`src/hw/rtl/isl_pkg.sv`:
```
// Package for the indexed stack list: sizes, request and status codes, cell command type.
`timescale 1ns / 1ps
package isl_pkg;

    localparam int DEPTH  = 16;
    localparam int DATA_W = 32;

    localparam int POS_W   = 5;
    localparam int VALUE_W = 32;
    localparam int CNT_W   = $clog2(DEPTH + 1);
    localparam int IDX_W   = (DEPTH > 1) ? $clog2(DEPTH) : 1;
    localparam int CMP_W   = (CNT_W > POS_W) ? CNT_W : POS_W;

    localparam logic [1:0] KIND_INSERT = 2'd0;
    localparam logic [1:0] KIND_TAKE   = 2'd1;
    localparam logic [1:0] KIND_PEEK   = 2'd2;
    localparam logic [1:0] KIND_CLEAR  = 2'd3;

    localparam logic [1:0] STATUS_OK    = 2'd0;
    localparam logic [1:0] STATUS_EMPTY = 2'd1;
    localparam logic [1:0] STATUS_RANGE = 2'd2;
    localparam logic [1:0] STATUS_FULL  = 2'd3;

    typedef logic signed [DATA_W-1:0] word_t;

    typedef struct packed {
        logic load;       // take the new word
        logic from_prev;  // shift toward the bottom (insert)
        logic from_next;  // shift toward the top (take)
    } cell_cmd_t;

    // stored word to the 32-bit result field, sign extended or truncated
    function automatic logic [VALUE_W-1:0] widen(input word_t w);
        widen = VALUE_W'(w);
    endfunction

endpackage

```
`src/hw/rtl/isl_cell.sv`:
```
// One storage cell of the list chain: holds one word, loads or shifts from a neighbor.
`timescale 1ns / 1ps
module isl_cell
    import isl_pkg::*;
(
    input  logic      clk,
    input  cell_cmd_t cmd,
    input  word_t     load_data,
    input  word_t     prev_data,
    input  word_t     next_data,
    output word_t     data
);

    word_t data_reg;
    word_t data_next;

    always_comb
    begin
        data_next = data_reg;
        if (cmd.load)
        begin
            data_next = load_data;
        end
        else if (cmd.from_prev)
        begin
            data_next = prev_data;
        end
        else if (cmd.from_next)
        begin
            data_next = next_data;
        end
    end

    always_ff @(posedge clk)
    begin
        data_reg <= data_next;
    end

    assign data = data_reg;

endmodule

```
`src/hw/rtl/indexed_stack_list.sv`:
```
// Top level of the indexed stack list: request decode, cell chain, count and result register.
//
//  channel | dir | fields (low bit first)
//  --------+-----+------------------------------------------------------------
//  s_axis  | in  | tuser: kind[1:0]; tdata: position[4:0], value_in[36:5]
//  m_axis  | out | tuser: status[1:0]; tdata: value_out[31:0],
//          |     |        entry_count[36:32], is_empty[37]
//
// The cell row shifts in parallel for each accepted request, and the
// result lands in the output register on the accepting edge, one transfer per
// cycle while the output is not stalled. The position read mux and the count
// compare set the path length. Reset clears the count and the output valid;
// cell contents stay undefined. A stalled result holds; a new request is taken
// in the same cycle the held result is taken.
`timescale 1ns / 1ps
module indexed_stack_list
    import isl_pkg::*;
(
    input  logic        clk,
    input  logic        rst_n,
    input  logic        s_axis_tvalid,
    output logic        s_axis_tready,
    input  logic [39:0] s_axis_tdata,   // position[4:0], value_in[36:5], zero pad
    input  logic [1:0]  s_axis_tuser,   // kind[1:0]
    output logic        m_axis_tvalid,
    input  logic        m_axis_tready,
    output logic [39:0] m_axis_tdata,   // value_out[31:0], entry_count[36:32], is_empty[37]
    output logic [1:0]  m_axis_tuser    // status[1:0]
);

    logic [CNT_W-1:0]   count_reg, count_next;
    logic               out_valid_reg;
    logic [1:0]         status_reg, status_next;
    logic [VALUE_W-1:0] value_reg, value_next;
    logic [CNT_W-1:0]   out_count_reg;

    logic               accept;
    logic [1:0]         kind;
    logic [POS_W-1:0]   position;
    logic [VALUE_W-1:0] value_in;
    logic [CMP_W-1:0]   pos_cmp, cnt_cmp;
    logic               ins_ok, take_ok;
    logic [IDX_W-1:0]   read_idx;
    word_t              new_word;

    word_t              cell_data [DEPTH];

    assign kind     = s_axis_tuser;
    assign position = s_axis_tdata[POS_W-1:0];
    assign value_in = s_axis_tdata[POS_W+VALUE_W-1:POS_W];
    assign pos_cmp  = CMP_W'(position);
    assign cnt_cmp  = CMP_W'(count_reg);
    assign read_idx = IDX_W'(pos_cmp);
    assign new_word = DATA_W'($signed(value_in));

    // output register frees up when empty or being drained
    assign s_axis_tready = !out_valid_reg || m_axis_tready;
    assign accept        = s_axis_tvalid && s_axis_tready;

    assign ins_ok  = accept && (kind == KIND_INSERT) && (pos_cmp <= cnt_cmp)
                     && (cnt_cmp < CMP_W'(DEPTH));
    assign take_ok = accept && (kind == KIND_TAKE) && (pos_cmp < cnt_cmp);

    // request decode: status, result word and new count
    always_comb
    begin
        status_next = STATUS_OK;
        value_next  = '0;
        count_next  = count_reg;
        case (kind)
            KIND_INSERT:
            begin
                if (pos_cmp > cnt_cmp)
                begin
                    status_next = STATUS_RANGE;
                end
                else if (cnt_cmp >= CMP_W'(DEPTH))
                begin
                    status_next = STATUS_FULL;
                end
                else
                begin
                    count_next = count_reg + CNT_W'(1);
                end
            end
            KIND_TAKE:
            begin
                if (pos_cmp >= cnt_cmp)
                begin
                    status_next = (pos_cmp == '0) ? STATUS_EMPTY : STATUS_RANGE;
                end
                else
                begin
                    value_next = widen(cell_data[read_idx]);
                    count_next = count_reg - CNT_W'(1);
                end
            end
            KIND_PEEK:
            begin
                if (count_reg == '0)
                begin
                    status_next = STATUS_EMPTY;
                end
                else
                begin
                    value_next = widen(cell_data[0]);
                end
            end
            default:
            begin
                count_next = '0;
            end
        endcase
    end

    // cell row: entry 0 is the top of the list
    for (genvar i = 0; i < DEPTH; i++)
    begin : g_cell
        cell_cmd_t cmd;
        word_t     prev_word;
        word_t     next_word;

        assign cmd.load      = ins_ok && (CMP_W'(i) == pos_cmp);
        assign cmd.from_prev = ins_ok && (CMP_W'(i) > pos_cmp);
        assign cmd.from_next = take_ok && (CMP_W'(i) >= pos_cmp);

        if (i == 0)
        begin : g_top
            assign prev_word = new_word;
        end
        else
        begin : g_mid
            assign prev_word = cell_data[i-1];
        end

        if (i == DEPTH - 1)
        begin : g_bottom
            assign next_word = cell_data[i];
        end
        else
        begin : g_inner
            assign next_word = cell_data[i+1];
        end

        isl_cell u_cell (
            .clk       (clk),
            .cmd       (cmd),
            .load_data (new_word),
            .prev_data (prev_word),
            .next_data (next_word),
            .data      (cell_data[i])
        );
    end

    always_ff @(posedge clk or negedge rst_n)
    begin
        if (!rst_n)
        begin
            count_reg     <= '0;
            out_valid_reg <= 1'b0;
        end
        else
        begin
            if (accept)
            begin
                count_reg     <= count_next;
                out_valid_reg <= 1'b1;
            end
            else if (m_axis_tready)
            begin
                out_valid_reg <= 1'b0;
            end
        end
    end

    // result payload, no reset needed
    always_ff @(posedge clk)
    begin
        if (accept)
        begin
            status_reg    <= status_next;
            value_reg     <= value_next;
            out_count_reg <= count_next;
        end
    end

    assign m_axis_tvalid = out_valid_reg;
    assign m_axis_tuser  = status_reg;
    assign m_axis_tdata  = {2'b00, (out_count_reg == '0), POS_W'(out_count_reg), value_reg};

`ifndef SYNTHESIS
    a_count_bound: assert property (@(posedge clk) disable iff (!rst_n)
        count_reg <= CNT_W'(DEPTH))
        else $error("entry count above depth");

    a_empty_flag: assert property (@(posedge clk) disable iff (!rst_n)
        m_axis_tvalid |-> (m_axis_tdata[37] == (out_count_reg == '0)))
        else $error("empty flag disagrees with count");

    a_clear: assert property (@(posedge clk) disable iff (!rst_n)
        (accept && kind == KIND_CLEAR) |=> (count_reg == '0))
        else $error("clear left entries");

    a_insert_grows: assert property (@(posedge clk) disable iff (!rst_n)
        ins_ok |=> (count_reg == $past(count_reg) + CNT_W'(1)))
        else $error("good insert did not grow the list");

    a_take_fail_hold: assert property (@(posedge clk) disable iff (!rst_n)
        (accept && kind == KIND_TAKE && !take_ok) |=> $stable(count_reg))
        else $error("failed take changed the count");
`endif

endmodule

```
`config.mk`:
```
export PLATFORM = sky130hd
export DESIGN_NAME = indexed_stack_list
export DESIGN_NICKNAME = d
export VERILOG_FILES = /design/src/hw/rtl/isl_pkg.sv /design/src/hw/rtl/isl_cell.sv /design/src/hw/rtl/indexed_stack_list.sv
export SDC_FILE = /design/constraint.sdc
export NUM_CORES = 1
export LEC_CHECK = 0
export BUFFER_PORTS_ARGS = -buffer_cell sky130_fd_sc_hd__buf_2
export CAP_MARGIN = 20
export CORE_ASPECT_RATIO = 0.9
export CORE_MARGIN = 5
export CORE_UTILIZATION = 40
export DETAILED_ROUTE_END_ITERATION = 7
export SLEW_MARGIN = 5
export SYNTH_ARGS = -nofsm -noshare
export SYNTH_HDL_FRONTEND = slang
export SYNTH_HIERARCHICAL = 1
export SYNTH_SLANG_ARGS = --single-unit
export TNS_END_PERCENT = 5
```
`constraint.sdc`:
```
create_clock -name clk -period 3.5 [get_ports clk]
set_input_delay 0.35 -clock clk [delete_from_list [all_inputs] [get_ports clk]]
set_output_delay 0.35 -clock clk [all_outputs]
set_load 0.005 [all_outputs]
```
**Word level (Yosys, flattened, before mapping)**

Index checks and enable logic that the tools add are counted.

- Bits in latches: 0
- Bits of input ports: 46
- Memory bits (writable): 0
- Memory bits (read-only): 0
- Word-level logic and storage cells: 220
- Register bits after elaboration: 557
- Memories: 0
- Output and inout bits: 44

- Shift-type cells: 0
- Multipliers: 0
- Bitwise operators: 1
- Equal/unequal tests: 17
- Divide/modulo/power cells: 0
- Order comparisons: 38
- Muxes and demuxes: 65
- Reductions and logical operators: 76
- Add/sub/neg operators: 2

Operators with widths:

| operator | count |
|---|---|
| $mux W32 | 51 |
| $bmux W32 S4 | 1 |
| $pmux W32 S2 | 1 |
| $logic_and A1 B1 Y1 | 53 |
| $reduce_bool A3 Y1 | 15 |
| $eq A4 B5 Y1 const A | 8 |
| $gt A4 B5 Y1 const A | 8 |
| $ge A4 B5 Y1 const A | 7 |
| $eq A3 B5 Y1 const A | 4 |
| $ge A3 B5 Y1 const A | 4 |
| $gt A3 B5 Y1 const A | 4 |
| $logic_not A5 Y1 | 3 |
| $mux W5 | 3 |
| $pmux W5 S3 | 1 |
| $eq A2 B5 Y1 const A | 2 |
| $ge A1 B5 Y1 const A | 2 |
| $ge A2 B5 Y1 const A | 2 |
| $ge A5 B5 Y1 const B | 2 |
| $gt A1 B5 Y1 const A | 2 |
| $gt A2 B5 Y1 const A | 2 |
| $mux W2 | 4 |
| $pmux W2 S3 | 1 |
| $add A5 B1 Y5 const B | 1 |
| $eq A1 B5 Y1 const A | 1 |
| 14 further kinds | 17 |

**Longest topological paths before layout**

Gate-level depths: netlist of the first run.

- Word-level depth: 9
- Depth in mapped cells: 16

**Cells and area by module**

Netlist of the first run, hierarchy kept.

Modules (own cells, without submodules):

| module | seq. area each (µm²) | cells each | instances | area each (µm²) |
|---|---|---|---|---|
| isl_cell | 960.9 | 140 | 16 | 1672.9 |
| indexed_stack_list | 1321.3 | 554 | 1 | 6666.4 |

**Least setup slack after synthesis of the first run**

Ideal clock, no wire load.

- Path kind: input -> register
- From: input port s_axis_tdata[0]
- To: register g_cell[10].u_cell.data_reg[0] (enable)
- Path buffers: 4
- Stages on the path: 13
- Data arrival time: 3736 ps
- Setup time: 390 ps
- Path slack: -626 ps
- Path through: clkbuf_1 buf_2 buf_2 inv_1 ha_1 nand3_1 o21bai_2 nand3_4 or4_4 or2_4 nor4_4 buf_2 or3_1

RTL lines:

| item | RTL line | RTL |
|---|---|---|
| start: declaration | indexed_stack_list.sv:23 | `input logic [39:0] s_axis_tdata,` |
| end signal: assignment | isl_cell.sv:36 | `data_reg <= data_next;` |
| end: declaration | isl_cell.sv:14 | `word_t data_reg;` |

==> summary.md, run 1 <==
| Metric | Value |
|---|---|
| Area post-placement | `35600 sq um` |
| Setup Buffers After CTS | `0` |
| WHS Endpoint | `m_axis_tvalid$_DFFE_PN0P_` |
| Layout net count | `2921` |
| TNS Setup | `0 ns` |
| Avg Inst Size Synth | `12.0 sq um` |
| Routed Antenna Nets | `0` |
| Skew final | `0.0198 ns` |
| Critical-path cell list | `inv_1, ha_1, nand3_1, o21bai_2, nand3_4, or4_4, or2_4, nor3_4, or3_4, buf_12` |
| Final Wtd Congestion | `0.865` |
| Power Total | `15.6 mW` |
| Leading area contributor after synthesis | `edfxtp_1` |
| I/O Pins | `90` |
| Worst Setup Start Kind | `register` |
| Worst Hold Launch | `m_axis_tready` |
| Drt wl/cell | `25.7 microns` |
| Dpl hpwl | `70400 microns` |
| DRC Markers | `0` |
| Vias | `24.1k` |
| Largest family of logic cells by synthesized area | `multiplexers` |
| Top cells by count, synth | `551 x edfxtp_1, 544 x mux2i_1, 530 x nand2_1, 480 x o21ai_1, 128 x mux4_2` |
| Vias in the first global route | `23.1k` |
| Max reg flops | `512` |
| Chip width | `315 microns` |
| Crit path largest cell delay | `0.61 ns` |
| Final worst setup slack | `0.0815 ns` |
| Port Buffers | `84` |
| Least-Margin Pin Slew | `1.11 ns` |
| Synthesized instance count | `2794` |
| Max Slew Vio Count | `0` |
| Worst Hold Class | `in -> reg` |
| Synthesis-to-layout area growth | `12.6%` |
| RSZ-0062 raised after global routing | `true` |
| Peak supply drop | `323 uV` |
| FF-to-FF Start | `cnt_cmp[1]$_DFFE_PN0P_` |
| GRT Util Overall | `22.3%` |
| Inserted Clock Buffers | `66` |
| Worst path bufs/invs | `2` |
| Delay-heaviest family, CP | `simple AND/OR/NAND/NOR gates` |
| Ys Warns | `6` |
| Final-report hold violation count | `0` |
| Max_slew headroom | `26.2%` |
| Root Driver | `clkbuf_16` |
| Final setup violation count | `0` |
| Num rows | `100` |
| Post-synth top area share | `49.5%` |
| Design area | `37600 sq um` |
| Clock period minus final worst setup slack | `3.42 ns` |
| Core Util, Final | `45.4%` |
| Grt ovf | `0` |
| Primary FF master, synth | `edfxtp_1` |
| Compound-Gate Fraction of Synth Area | `10.8%` |
| Cell area after synthesis | `33400 sq um` |
| Slowest cell on crit path | `or4_4` |
| Hold Path Stages | `3` |
| Largest net degree at the start of global routing | `145` |
| MaxCap Viol Count | `0` |
| EDFF count, synth | `551` |
| R2R setup slack | `0.08 ns` |
| Final wirelength | `104000 microns` |
| Die height | `284 microns` |
| Initial antenna violation count | `13` |
| CP arrival | `3.72 ns` |
| R2R depth | `10` |
| Tcrit/Tclk final | `97.7%` |
| Share of cells above drive strength 1 | `17.8%` |
| Reg clk slew, reported paths | `0.05 ns` |
| First-pass GRT wire length | `152000 microns` |
| Xor and xnor area share after synthesis | `0.0524%` |
| Netlist cell types | `61` |
| WP data required | `3.80 ns` |
| Clock Latency Late Sink | `0.60 ns` |
| Dpl cells | `3916` |
| H-tree depth | `3` |
| TritonCTS clock tree | `built` |
| Power Density | `416 nW/um^2` |
| Core ar. | `82800 sq um` |
| Post-synthesis adder-cell area fraction | `0.412%` |
| Reg2reg end | `g_cell[2].u_cell/data[0]$_DFFE_PP_` |
| Post-Synth Simple-Gate Area | `7.77%` |
| Max Buffers Root-to-Sink | `3` |
| Status | `finished, final reports clean` |
| Setup WS pre-CTS | `-0.0974 ns` |
| Crit path capture type | `register` |
| Fraction of synthesized area in multiplexers | `24.9%` |
| Most common cell in the synthesized netlist | `edfxtp_1` |
| Post-route insts no fill | `4035` |
| Die ar. | `89500 sq um` |
| Peak Freq | `293 MHz` |
| Asr flop ratio synth | `1.08%` |
| Leak Pwr | `11.2 nW` |
| Sequential element share of the synthesized area | `49.9%` |
| Max Fanout on Critical Path | `11` |
| Via density | `5.98` |
| 1st-pass router iterations | `6` |
| Hold_ws | `0.0581 ns` |
| Post-synthesis register bit count | `557` |
| WS Path Type | `reg -> reg` |
| DRT iter0 DRCs | `3087` |
| Initial core utilization | `40.4%` |
| CTS sink cnt | `557` |
| Top cells by area, synth | `edfxtp_1 49%, mux2i_1 16%, mux4_2 8.6%, o21ai_1 7.2%, nand2_1 6.0%` |
-- power breakdown --
group	internal, mW	total [mW]	switching (mW)	leakage [nW]
Sequential	7.48	7.58	0.105	5.10
Combinational	0.618	1.57	0.957	5.10
Clock	3.70	6.49	2.79	0.970
-- area by class of cell --
| class | count | area [sq um] |
|---|---|---|
| Clock buffer | 81 | 1750 |
| Timing Repair Buffer | 242 | 2440 |
| Multi-Input combinational cell | 1980 | 15000 |
| Inverter | 17 | 63.8 |
| Tap cell | 1122 | 1400 |
| Fill cell | 7536 | 45200 |
| Antenna cell | 5 | 12.5 |
| Sequential cell | 557 | 16700 |
| Clock inverter | 31 | 236 |
-- layout by cell type, fill, tap and decap left out, types with 3 or more instances in the layout --
cell,count
diode_2,5
or4_1,3
buf_4,90
clkinv_8,3
clkbuf_16,68
buf_12,65
mux4_2,128
nor3_4,7
nand4_1,4
edfxtp_1,551
o21ai_0,74
o21ai_1,480
o211ai_1,4
buf_2,82
a22oi_1,32
nor4_2,5
a21oi_4,3
dfrtp_1,6
mux2i_1,544
nor4_4,3
clkbuf_1,13
nand2_1,530
nor2_1,23
or3_4,16
inv_1,15
ha_1,11
clkinv_1,12
a22o_1,32
conb_1,3
nand3_1,5
a21oi_1,18
nand2b_1,3
nor2_4,10
clkinv_2,10
-- worst reg2reg max path: stages (launching register included) --
cell and delay [ns]:
dfrtp_1 0.40, inv_1 0.10, ha_1 0.33, nand3_1 0.20
o21bai_2 0.24, nand3_4 0.09, or4_4 0.61, or2_4 0.34
nor3_4 0.32, or3_4 0.28, buf_12 0.19
-- cell families after synthesis --
| family | Yosys count |
|---|---|
| xor gates and xnor gates | 2 |
| other | 1 |
| muxes | 672 |
| AOI/OAI and AO/OA | 663 |
| DFF | 557 |
| adders and majority gates | 11 |
| and+or+nand+nor | 629 |
| buffers and inverters | 259 |
-- what timing repair did --
item	4_1_cts	5_1_grt
resized for setup	1	3
pin swaps	0	1
hold buffers	2	0
setup endpoints to repair	1	91
endpoints found under the hold margin	7	0
-- worst max-delay path by stage --
stage,startpoint,cells past startpoint,end,slack [ns]
floorplan,s_axis_tdata[0],13,g_cell[10].u_cell/data[0]$_DFFE_PP_,0.005
global placement,s_axis_tdata[0],12,g_cell[4].u_cell/data[7]$_DFFE_PP_,-0.05
detailed placement,s_axis_tdata[0],12,g_cell[4].u_cell/data[4]$_DFFE_PP_,-0.1
CTS,cnt_cmp[1]$_DFFE_PN0P_,10,g_cell[3].u_cell/data[25]$_DFFE_PP_,0.06
global route,cnt_cmp[1]$_DFFE_PN0P_,10,g_cell[2].u_cell/data[30]$_DFFE_PP_,-0.01
finish,cnt_cmp[1]$_DFFE_PN0P_,10,g_cell[2].u_cell/data[0]$_DFFE_PP_,0.08
-- per-layer routing --
metal  up-vias  share of wire (%)  global-route usage, %
li1      10700                  -                      -
met1     11900                 42                   32.2
met2      1347                 44                   33.9
met3       175                 11                   5.07
met4         4                2.4                   6.29
met5         -              0.026                      0
Note: power is estimated with default switching activity, not from simulation.
==> run 2, diff against run 1 <==
--- a/config.mk
+++ b/config.mk
@@ -11,6 +11,7 @@
 export CORE_MARGIN = 5
 export CORE_UTILIZATION = 40
 export DETAILED_ROUTE_END_ITERATION = 7
+export SKIP_CTS_REPAIR_TIMING = 1
 export SLEW_MARGIN = 5
 export SYNTH_ARGS = -nofsm -noshare
 export SYNTH_HDL_FRONTEND = slang
==> constraint.sdc (replaced) <==
create_clock -name clk -period 3.5 [get_ports clk]
set_input_delay 0.35 -clock clk [delete_from_list [all_inputs] [get_ports clk]]
set_output_delay 0.35 -clock clk [all_outputs]
set_load 0.05 [all_outputs]
==> summary.md, run 2 (synthesis gave the netlist of run 1 again) <==
| Metric | Value |
|---|---|
| Status | `finished, violations left` |
| Failing checks | `DRC, hold timing` |
| Via density | `5.89` |
| Max Slew Vio Count | `0` |
| Tcrit/Tclk final | `96.2%` |
| Highest metal used | `met4` |
| Setup WS pre-CTS | `-0.0871 ns` |
| Max_slew headroom | `25.7%` |
| Max Fanout on Critical Path | `42` |
| CTS sink cnt | `557` |
| Skew final | `0.0233 ns` |
| Chip width | `315 microns` |
| Initial antenna violation count | `9` |
| Die height | `284 microns` |
| Root Driver | `clkbuf_16` |
| Least-Margin Pin Slew | `1.12 ns` |
| Port Buffers | `84` |
| Final setup violation count | `0` |
| TritonCTS clock tree | `built` |
| WS Path Type | `reg -> reg` |
| Leak Pwr | `11.1 nW` |
| Layout net count | `2912` |
| Hold_ws | `-0.00353 ns` |
| Dpl hpwl | `68800 microns` |
| Core ar. | `82800 sq um` |
| DRT iter0 DRCs | `2738` |
| Final wirelength | `101000 microns` |
| Synthesis-to-layout area growth | `12.1%` |
| Critical-path cell list | `inv_1, ha_1, a21oi_2, o21bai_2, nand3_4, or4_4, buf_12, nor3_2, buf_4, buf_12, o21ai_0` |
| CP arrival | `3.74 ns` |
| Largest net degree at the start of global routing | `145` |
| Power Density | `415 nW/um^2` |
| Vias in the first global route | `22.8k` |
| RSZ-0062 raised after global routing | `true` |
| Share of cells above drive strength 1 | `17.5%` |
| Max reg flops | `512` |
| Worst Hold Class | `in -> reg` |
| GRT Util Overall | `21.9%` |
| Crit path largest cell delay | `0.57 ns` |
| WP data required | `3.87 ns` |
| Crit-path most repeated cell | `buf_12` |
| MaxCap Viol Count | `0` |
| Worst path bufs/invs | `4` |
| Most frequent cells in the layout | `551 x edfxtp_1, 544 x mux2i_1, 530 x nand2_1, 480 x o21ai_1, 128 x mux4_2` |
| DR WL met2 | `45900 microns` |
| Die ar. | `89500 sq um` |
| Max Buffers Root-to-Sink | `3` |
| Commonest non-fill, non-tap cell in the layout | `edfxtp_1` |
| Core Util, Final | `45.2%` |
| Inserted Clock Buffers | `61` |
| 1st-pass router iterations | `8` |
| Drt wl/cell | `25.1 microns` |
| Clock period minus final worst setup slack | `3.37 ns` |
| Final Wtd Congestion | `0.840` |
| Slowest cell on crit path | `or4_4` |
| H-tree depth | `2` |
| Worst Setup Start Kind | `register` |
| Crit path capture type | `register` |
| Peak supply drop | `333 uV` |
| First-pass GRT wire length | `150000 microns` |
| Final worst setup slack | `0.135 ns` |
| DRC Markers | `4` |
| Routed Antenna Nets | `0` |
| Grt ovf | `0` |
| Num rows | `100` |
| Initial core utilization | `40.4%` |
| I/O Pins | `90` |
| Met1 Wirelength | `43700 microns` |
| Metal3 WL | `9330 microns` |
| Delay-heaviest family, CP | `buffers and inverters` |
| Reg clk slew, reported paths | `0.06 ns` |
| Peak Freq | `297 MHz` |
| Final-report hold violation count | `1` |
| Clock Latency Late Sink | `0.64 ns` |
| Vias | `23.7k` |
| Power Total | `15.6 mW` |
[run 2: cell types whose count changed in the layout (fill, tap and decap cells not counted), moves of 3 or more]
cell       change
clkinv_1       +3
clkbuf_16      -6
bufinv_16      +3
clkinv_4       +3
clkbuf_1       +5
buf_12         -3
[run 2: final timing paths]
path | to | from | slack [ns] | cells after the start
min | m_axis_tvalid$_DFFE_PN0P_ | m_axis_tready | -0.004 | 3
max | g_cell[15].u_cell/data[30]$_DFFE_PP_ | cnt_cmp[4]$_DFFE_PN0P_ | 0.13 | 11
max reg2reg | g_cell[15].u_cell/data[30]$_DFFE_PP_ | cnt_cmp[4]$_DFFE_PN0P_ | 0.13 | 11
min reg2reg | m_axis_tvalid$_DFFE_PN0P_ | m_axis_tvalid$_DFFE_PN0P_ | 0.52 | 2
min in group asynchronous | m_axis_tvalid$_DFFE_PN0P_ | rst_n | 0.10 | 2
max in group asynchronous | cnt_cmp[0]$_DFFE_PN0P_ | rst_n | 3.23 | 2
[run 2: layout make-up]
type / count / area [sq um]
diodes: 4 / 10.0
flip-flops and latches: 557 / 16700
well taps: 1122 / 1400
repair buffers: 238 / 2380
clock buffers: 80 / 1620
clock inverters: 33 / 294
fillers: 7489 / 45400
inverters: 17 / 67.6
multi-input cells: 1980 / 15000
[run 2: stage by stage]
stage | TNS (ns) | hold WS, ns | std cells | instance area [sq um]
after floorplan | 0 | 0.0544 | 2796 | 33500
after global placement | -1.02 | 0.195 | 3912 | 35500
after detailed placement | -1.77 | 0.198 | 3912 | 35500
after CTS | -0.248 | -0.486 | 4025 | 37400
after global routing | -0.0258 | 0.00795 | 4029 | 37500
final | 0 | -0.00353 | 4031 | 37500
[run 2: routing by layer]
layer | track usage [%] | vias up
li1 | - | 10700
met1 | 31.6 | 11700
met2 | 34.4 | 1227
met3 | 4.25 | 141
met4 | 5.04 | 0
met5 | 0 | -
[run 2: power by group]
group / internal [mW] / switching [mW] / total, mW
combinational: 0.612 / 1.08 / 1.69
clock: 3.60 / 2.69 / 6.30
sequential: 7.47 / 0.103 / 7.58
[run 2: tightest hold or removal path, delay by kind of cell]
family / cells / cell delay, ns
buf+inv: 1 / 0.07
simple gates: 2 / 0.16
